`src/rtl/ftsf_pkg.sv`:
```
// shared types and constants for the five-tap smoothing filter
package ftsf_pkg;

    localparam int SAMPLE_BITS = 16;

    // kernel weights, (7,26,41,26,7) over 107
    localparam int W_OUTER  = 7;
    localparam int W_INNER  = 26;
    localparam int W_CENTER = 41;
    localparam int W_TOTAL  = 107;
    localparam int W_HALF   = W_TOTAL / 2;

    localparam int HIST_DEPTH = 4;
    localparam int COUNT_W    = 3;

    // weighted sum is at most 107 * 2^(SAMPLE_BITS-1) in magnitude
    localparam int ACC_W   = SAMPLE_BITS + 8;
    localparam int MAG_W   = SAMPLE_BITS + 7;
    localparam int QUOT_W  = MAG_W - 6;
    localparam int PROD_W  = MAG_W + QUOT_W;

    // floor(2^MAG_W / 107): quotient estimate is exact or one low
    localparam longint unsigned RECIP_L = (64'd1 << MAG_W) / W_TOTAL;
    localparam logic [QUOT_W-1:0] RECIP = QUOT_W'(RECIP_L);

    typedef struct packed {
        logic signed [SAMPLE_BITS-1:0] sample;
        logic                          is_last;
    } t_in_item;

    typedef struct packed {
        logic signed [SAMPLE_BITS-1:0] smoothed;
        logic                          final_out;
    } t_out_item;

endpackage

```
`src/rtl/five_tap_smoothing_filter_top.sv`:
```
// five-tap smoothing filter: window push, weighted sum, divide by 107, result register
//
// Streams signed samples and returns the (7,26,41,26,7)/107 weighted average at each
// position, rounded to nearest with ties away from zero; the edge sample is repeated
// past both ends of a sequence. Results trail the input by two samples, and the request
// flagged is_last flushes the remaining positions, the final one marked by final_out.
// One request is taken per cycle while the output side accepts; a request with is_last
// set holds the input while the two flush pushes go through the window.
// Each push passes two register stages (weighted sum, reciprocal multiply) and then the
// quotient correction into the output register.
module five_tap_smoothing_filter_top
    import ftsf_pkg::*;
(
    input  logic      i_clk,
    input  logic      i_rst_n,
    input  logic      i_in_valid,
    output logic      o_in_ready,
    input  t_in_item  i_in,
    output logic      o_out_valid,
    input  logic      i_out_ready,
    output t_out_item o_out
);

    logic signed [SAMPLE_BITS-1:0] r_hist [HIST_DEPTH];
    logic [COUNT_W-1:0]            r_count;
    logic [1:0]                    r_flush_cnt;
    logic signed [SAMPLE_BITS-1:0] r_flush_sample;
    logic                          r_flush_first;

    logic                          r_v1;
    logic                          r_fin1;
    logic signed [ACC_W-1:0]       r_acc;

    logic                          r_v2;
    logic                          r_fin2;
    logic                          r_neg2;
    logic [MAG_W-1:0]              r_mag2;
    logic [PROD_W-1:0]             r_prod2;

    logic                          r_v3;
    t_out_item                     r_out;

    logic                          adv;
    logic                          take;
    logic                          push_en;
    logic                          push_valid;
    logic                          push_final;
    logic signed [SAMPLE_BITS-1:0] v;
    logic signed [SAMPLE_BITS-1:0] win [HIST_DEPTH+1];
    logic signed [ACC_W-1:0]       n_acc;
    logic signed [ACC_W-1:0]       acc_abs;
    logic [MAG_W-1:0]              n_mag;
    logic [QUOT_W-1:0]             q0;
    logic [MAG_W:0]                rem;
    logic [QUOT_W:0]               q;
    logic [SAMPLE_BITS-1:0]        q_s;
    t_out_item                     n_out;

    // whole pipe moves unless the output register is full and stalled
    assign adv        = !r_v3 || i_out_ready;
    assign o_in_ready = adv && (r_flush_cnt == 2'd0);
    assign take       = i_in_valid && o_in_ready;
    assign push_en    = take || (adv && (r_flush_cnt != 2'd0));
    assign v          = take ? i_in.sample : r_flush_sample;

    always_comb begin
        // first sample of a sequence fills the left edge
        for (int k = 0; k < HIST_DEPTH; k++) begin
            win[k] = (take && (r_count == '0)) ? v : r_hist[k];
        end
        win[HIST_DEPTH] = v;
    end

    always_comb begin
        if (take) begin
            push_valid = (r_count >= COUNT_W'(2));
            push_final = 1'b0;
        end else begin
            // flush pushes: the first one is centered on the item before the last
            push_valid = (r_flush_cnt == 2'd2) ? !r_flush_first : 1'b1;
            push_final = (r_flush_cnt == 2'd1);
        end
    end

    assign n_acc = ACC_W'(W_OUTER)  * (ACC_W'(win[0]) + ACC_W'(win[4]))
                 + ACC_W'(W_INNER)  * (ACC_W'(win[1]) + ACC_W'(win[3]))
                 + ACC_W'(W_CENTER) * ACC_W'(win[2]);

    assign acc_abs = r_acc[ACC_W-1] ? -r_acc : r_acc;
    assign n_mag   = MAG_W'(acc_abs) + MAG_W'(W_HALF);

    // quotient estimate is exact or one low, one compare fixes it
    assign q0  = r_prod2[PROD_W-1:MAG_W];
    assign rem = {1'b0, r_mag2} - (MAG_W+1)'(q0) * (MAG_W+1)'(W_TOTAL);
    assign q   = {1'b0, q0} + ((rem >= (MAG_W+1)'(W_TOTAL)) ? (QUOT_W+1)'(1) : '0);
    assign q_s = SAMPLE_BITS'(q);

    always_comb begin
        n_out.smoothed  = r_neg2 ? -q_s : q_s;
        n_out.final_out = r_fin2;
    end

    // control state
    always_ff @(posedge i_clk) begin
        if (!i_rst_n) begin
            r_count     <= '0;
            r_flush_cnt <= '0;
            r_v1        <= 1'b0;
            r_v2        <= 1'b0;
            r_v3        <= 1'b0;
        end else begin
            if (take) begin
                if (i_in.is_last) begin
                    r_count     <= '0;
                    r_flush_cnt <= 2'd2;
                end else if (r_count != '1) begin
                    r_count <= r_count + COUNT_W'(1);
                end
            end else if (push_en) begin
                r_flush_cnt <= r_flush_cnt - 2'd1;
            end
            if (adv) begin
                r_v1 <= push_en && push_valid;
                r_v2 <= r_v1;
                r_v3 <= r_v2;
            end
        end
    end

    // window history and datapath
    always_ff @(posedge i_clk) begin
        if (push_en) begin
            for (int k = 0; k < HIST_DEPTH - 1; k++) begin
                r_hist[k] <= win[k+1];
            end
            r_hist[HIST_DEPTH-1] <= v;
        end
        if (take) begin
            r_flush_sample <= i_in.sample;
            r_flush_first  <= (r_count == '0);
        end
        if (adv) begin
            r_acc   <= n_acc;
            r_fin1  <= push_final;
            r_fin2  <= r_fin1;
            r_neg2  <= r_acc[ACC_W-1];
            r_mag2  <= n_mag;
            r_prod2 <= PROD_W'(n_mag) * PROD_W'(RECIP);
            r_out   <= n_out;
        end
    end

    assign o_out_valid = r_v3;
    assign o_out       = r_out;

endmodule
```
`config.mk`:
```
export PLATFORM = sky130hd
export DESIGN_NAME = five_tap_smoothing_filter_top
export DESIGN_NICKNAME = d
export VERILOG_FILES = /design/src/rtl/ftsf_pkg.sv /design/src/rtl/five_tap_smoothing_filter_top.sv
export SDC_FILE = /design/constraint.sdc
export NUM_CORES = 1
export LEC_CHECK = 0
export ABC_AREA = 1
export BUFFER_PORTS_ARGS = -buffer_cell sky130_fd_sc_hd__clkbuf_2
export CAP_MARGIN = 15
export CORE_ASPECT_RATIO = 0.9
export CORE_MARGIN = 2
export CORE_UTILIZATION = 42
export CTS_CLUSTER_SIZE = 30
export DETAILED_ROUTE_END_ITERATION = 10
export PLACE_DENSITY_LB_ADDON = 0.25
export SYNTH_ARGS = -nofsm -noshare
export SYNTH_HDL_FRONTEND = slang
export SYNTH_SLANG_ARGS = --single-unit
```
`constraint.sdc`:
```
create_clock -name i_clk -period 27.5 [get_ports i_clk]
set_clock_uncertainty 0.05 [all_clocks]
set_input_delay 4.125 -clock i_clk [delete_from_list [all_inputs] [get_ports i_clk]]
set_output_delay 4.125 -clock i_clk [all_outputs]
set_load 0.02 [all_outputs]
```
==> results of run 1 <==
-- area by class of cell --
type	instances	area (um^2)	area share
Multi-Input combinational cell	2063	18100	0.654
Sequential cell	173	4950	0.179
Inverter	713	2680	0.0970
Tap cell	792	991	0.0359
Clock buffer	17	425	0.0154
Timing Repair Buffer	50	278	0.0101
Clock inverter	15	223	0.00806
-- placed cells by master (no fill, tap or decap), types with 17 or more instances in the layout --
master / synthesis / routed
inv_1: 699 / 698
nand2_1: 548 / 548
ha_1: 429 / 429
fa_1: 298 / 298
nor2_1: 169 / 169
edfxtp_1: 149 / 149
a21oi_1: 139 / 139
nand3_1: 101 / 101
xor2_1: 95 / 95
o21ai_0: 68 / 68
xnor2_1: 41 / 41
clkbuf_2: 0 / 39
nand4_1: 28 / 28
nor3_1: 26 / 26
dfxtp_1: 24 / 24
a21o_1: 19 / 19
clkbuf_16: 0 / 17
-- sequential cells by signal (all words and copies together) (netlist names), 2 cells and up --
name	cells
r_hist	64
r_count	3
r_prod2	17
r_acc	24
r_mag2	23
r_flush_cnt	2
r_flush_sample	16
o_out	17
-- cells by family after synthesis --
| kind of cell | share of synthesized area |
|---|---|
| and+or+nand+nor | 0.150 |
| buffers and inverters | 0.107 |
| adders and majority gates | 0.440 |
| AOI/OAI and AO/OA | 0.0605 |
| DFF | 0.192 |
| xor gates and xnor gates | 0.0511 |
-- layer usage --
metal  global-route usage  up-vias  share of wire
met3               0.0199       40          0.027
met1                0.239     8640           0.47
met5                    0        -              0
li1                     -     9431              -
met4               0.0385        0          0.016
met2                0.314      244           0.48
-- worst paths after layout --
check / from / endpoint / slack [ns] / cells after the start
max: i_out_ready / r_acc[22] / 14.14 / 45
min: r_fin2 / o_out[0] / 0.38 / 0
max reg2reg: o_out_valid / r_acc[22] / 17.56 / 43
min reg2reg: r_fin2 / o_out[0] / 0.38 / 0
-- through the flow --
stage	instances	setup slack, ns
6_report	3823	14.14
5_1_grt	3823	13.32
4_1_cts	3823	14.10
3_5_place_dp	3791	13.60
3_3_place_gp	3791	13.72
2_1_floorplan	2963	13.85
==> flow_metrics.env, run 1 <==
export IMPL_cts_resized_gates=0
export IMPL_place_congestion=0.899
export IMPL_synth_common_cells="inv_1 (699), nand2_1 (548), ha_1 (429)"
export IMPL_post_cts_buffers=0
export IMPL_nFillCells=6031
export IMPL_ys_seq_elements=173
export IMPL_rsz0062_at_grt="false"
export IMPL_grtUsageTotal=0.179
export IMPL_die_w_um=265
export IMPL_drtIter0Drc=891
export IMPL_wl_um=54300
export IMPL_setup_viol=0
export IMPL_status="completed"
export IMPL_fmax_mhz=74.8
export IMPL_tightest_slew_ns=0.902
export IMPL_path_buf_inv=9
export IMPL_synth_ff_type="edfxtp_1"
export IMPL_drv_slew=0
export IMPL_worst_ep_arrival_time_ns=13.53
export IMPL_cp_top_family="adder cells"
export IMPL_worstPathMaxFanout=53
export IMPL_synth_area_per_cell_um2=8.70
export IMPL_nNetsFinal=3766
export IMPL_drtPass1Iterations=5
export IMPL_start_util=0.423
export IMPL_tns_ns=0
export IMPL_netlist_area_leader_share=0.232
export IMPL_fin_crit_sh=0.486
export IMPL_netlist_area_um2=25800
export IMPL_crit_path_top_delay_cell="fa_1"
export IMPL_grt_pass1_wl_um=91700
export IMPL_min_period_ns=13.36
export IMPL_cts_max_level=4
export IMPL_wl_per_cell_um=14.2
export IMPL_synth_edf_count=149
export IMPL_ys_warn_count=0
export IMPL_grt_pass1_vias=18293
export IMPL_grt_max_degree=65
export IMPL_critical_path_class="input port to flip-flop"
export IMPL_die_y_um=239
export IMPL_grt_antenna_before_repair=0
export IMPL_async_reset_ff_frac=0
export IMPL_ys_top_cells_by_area="fa_1 (23%), ha_1 (21%), edfxtp_1 (17%)"
export IMPL_syn_to_final_growth_pct=7.19
export IMPL_crit_path_max_incr_delay_ns=0.54
export IMPL_dpl_cell_area_um2=27000
export IMPL_vias=18355
export IMPL_design_area_um2=27600
export IMPL_seq_area_frac_synth=0.192
export IMPL_holdCritPathClass="flip-flop to flip-flop"
export IMPL_ios=40
export IMPL_synth_largest_area_cell="fa_1"
export IMPL_cp_end_kind="flip-flop"
export IMPL_finalCoreUtilization=0.453
export IMPL_cts_root_buf="clkbuf_16"
export IMPL_portBuffers=39
export IMPL_path_clk_slew_ns=0.07
export IMPL_startpoint_type="input port"
export IMPL_clkSinkCount=173
export IMPL_dieArea_um2=63300
export IMPL_numCtsBuffers=17
export IMPL_antennaDiodeCount=0
export IMPL_holdWs_ns=0.382
export IMPL_cp_common_cell="nand2_1"
export IMPL_core_area_um2=60900
export IMPL_num_rows=86
export IMPL_slew_headroom=0.397
export IMPL_required_ns=27.67
export IMPL_synth_nets=3711
export IMPL_final_hold_violation_count=0
export IMPL_final_antenna_net_count=0
export IMPL_synthCells=2963
export IMPL_yosysUniqueCellTypes=50
export IMPL_overflow=0
export IMPL_dp_hpwl_um=46100
export IMPL_max_cap_violations=0
export IMPL_cts_tree="done"
export IMPL_hold_buffers=0
export IMPL_drive_gt1_frac=0.0465
export IMPL_cts_buffer_depth=2
export IMPL_insertion_delay_ns=0.48
export IMPL_drc=0
export IMPL_synth_most_common_cell="inv_1"
export IMPL_routed_via_density=4.80
Power of run 1 is not shown: default switching activity piles up to over one toggle a cycle in this logic, so the estimate is an artifact.
==> run 2, diff against run 1 <==
==> constraint.sdc (replaced) <==
create_clock -name i_clk -period 11.2 [get_ports i_clk]
set_clock_uncertainty 0.05 [all_clocks]
set_input_delay 1.68 -clock i_clk [delete_from_list [all_inputs] [get_ports i_clk]]
set_output_delay 1.68 -clock i_clk [all_outputs]
set_load 0.02 [all_outputs]
==> run 2 against run 1 <==
  * Routed wire length rose by 0.72%
  * Utilization barely moved
  * Worst setup slack got worse by 13 ns
  * Die area did not move
  * Worst hold slack got worse by 0.0093 ns
  * Cell count did not move
  * First-iteration DRC count fell by 4.5%
  * Non-clock buffer count did not move
  * Final area barely moved
  * Critical endpoint unchanged
==> flow_metrics.env, run 2 (same netlist as run 1, synthesis figures left out) <==
export IMPL_status="completed"
export IMPL_insertion_delay_ns=0.47
export IMPL_place_congestion=0.911
export IMPL_crit_path_top_delay_cell="fa_1"
export IMPL_cts_buffer_depth=2
export IMPL_path_buf_inv=8
export IMPL_final_cell_mix="inv_1 (698), nand2_1 (548), ha_1 (429), fa_1 (298), nor2_1 (169)"
export IMPL_top_register="r_hist"
export IMPL_hold_buffers=0
export IMPL_max_cap_violations=0
export IMPL_holdCritPathClass="flip-flop to flip-flop"
export IMPL_antennaDiodeCount=0
export IMPL_reg_top3="r_hist: 64 flops, r_acc: 24 flops, r_mag2: 23 flops"
export IMPL_cts_root_buf="clkbuf_16"
export IMPL_ios=40
export IMPL_largest_register_ffs=64
export IMPL_post_place_ws_ns=0.471
export IMPL_fin_crit_sh=0.914
export IMPL_wl_um=54700
export IMPL_dp_hpwl_um=46400
export IMPL_dieArea_um2=63300
export IMPL_grt_max_degree=66
export IMPL_grtUsageTotal=0.181
export IMPL_syn_to_final_growth_pct=7.14
export IMPL_critical_path_class="input port to flip-flop"
export IMPL_wl_per_cell_um=14.3
export IMPL_drtPass1Iterations=6
export IMPL_tightest_slew_ns=1.05
export IMPL_cp_top_family="adder cells"
export IMPL_crit_path_max_incr_delay_ns=0.54
export IMPL_slew_headroom=0.290
export IMPL_post_cts_buffers=0
export IMPL_startpoint_type="input port"
export IMPL_fmax_mhz=97.7
export IMPL_r2r_end="r_acc[22]"
export IMPL_required_ns=11.37
export IMPL_rsz0062_at_grt="false"
export IMPL_hp_start="r_fin2"
export IMPL_min_path_cells=0
export IMPL_drive_gt1_frac=0.0465
export IMPL_die_w_um=265
export IMPL_setup_viol=0
export IMPL_nFillCells=6014
export IMPL_timing_rr_start="r_flush_cnt[0]"
export IMPL_min_period_ns=10.24
export IMPL_grt_pass1_vias=18250
export IMPL_die_y_um=239
export IMPL_hold_path_endpoint="o_out[0]"
export IMPL_start_util=0.423
export IMPL_cts_max_level=4
export IMPL_multi_input_area_um2=18100
export IMPL_numCtsBuffers=17
export IMPL_drc=0
export IMPL_routed_via_density=4.77
export IMPL_core_area_um2=60900
export IMPL_cts_tree="done"
export IMPL_crit_cells=44
export IMPL_setup_slack_ns=0.961
export IMPL_rr_worst_depth=43
export IMPL_clkSinkCount=173
export IMPL_r2r_slack_ns=1.62
export IMPL_path_clk_slew_ns=0.08
export IMPL_layout_commonest_cell="inv_1"
export IMPL_num_rows=86
export IMPL_overflow=0
export IMPL_cp_end_kind="flip-flop"
export IMPL_drtIter0Drc=851
export IMPL_seqCellArea_um2=4950
export IMPL_grt_pass1_wl_um=92200
export IMPL_worstPathMaxFanout=21
export IMPL_drv_slew=0
export IMPL_portBuffers=39
export IMPL_cts_resized_gates=0
export IMPL_vias=18239
export IMPL_final_antenna_net_count=0
export IMPL_worst_ep_arrival_time_ns=10.40
export IMPL_tns_ns=0
export IMPL_grt_antenna_before_repair=0
export IMPL_final_hold_violation_count=0
export IMPL_cp_common_cell="nand2_1"
export IMPL_nNetsFinal=3766
## run 2: cell types whose count changed in the layout (fill, tap and decap cells not counted)
cell        delta
clkinv_4       +1
clkinvlp_4     +1
inv_6          -1
inv_16         -1
## run 2: worst max path at each step
stage	start	slack [ns]	to
floorplan	i_out_ready	0.49	r_acc[22]
global placement	i_out_ready	0.58	r_acc[22]
detailed placement	i_out_ready	0.47	r_acc[22]
CTS	i_out_ready	0.96	r_acc[22]
global route	i_out_ready	0.07	r_acc[22]
finish	i_out_ready	0.96	r_acc[22]
## run 2: layout make-up
| class | instances | area share |
|---|---|---|
| well taps | 792 | 0.0359 |
| multi-input cells | 2063 | 0.655 |
| clock inverters | 15 | 0.00761 |
| flip-flops and latches | 173 | 0.179 |
| repair buffers | 50 | 0.0101 |
| clock buffers | 17 | 0.0154 |
| inverters | 713 | 0.0970 |
## run 2: per-stage QoR
step           instances  area (um^2)  utilization  hold WS, ns
2_1_floorplan       2963        25800            -        0.350
3_3_place_gp        3791        27000        0.443        0.350
3_5_place_dp        3791        27000        0.443        0.355
4_1_cts             3823        27600        0.453        0.374
5_1_grt             3823        27600        0.453        0.392
6_report            3823        27600        0.453        0.372
## run 2: routing by layer
layer / track usage / wire [um] / vias to the layer above
li1: - / - / 9427
met1: 0.247 / 26600 / 8535
met2: 0.312 / 26100 / 223
met3: 0.0184 / 1160 / 54
met4: 0.0356 / 785 / 0
met5: 0 / 0 / -
## run 2: worst reg2reg max path: cells and delay by family (launching register included)
family	cells	cell delay, ns
compound gates	6	1.43
xor+xnor	3	0.56
fa+ha+maj	11	4.35
buf+inv	7	0.55
flops	1	0.34
simple gates	16	2.05
Power of run 2 is left out for the same reason.
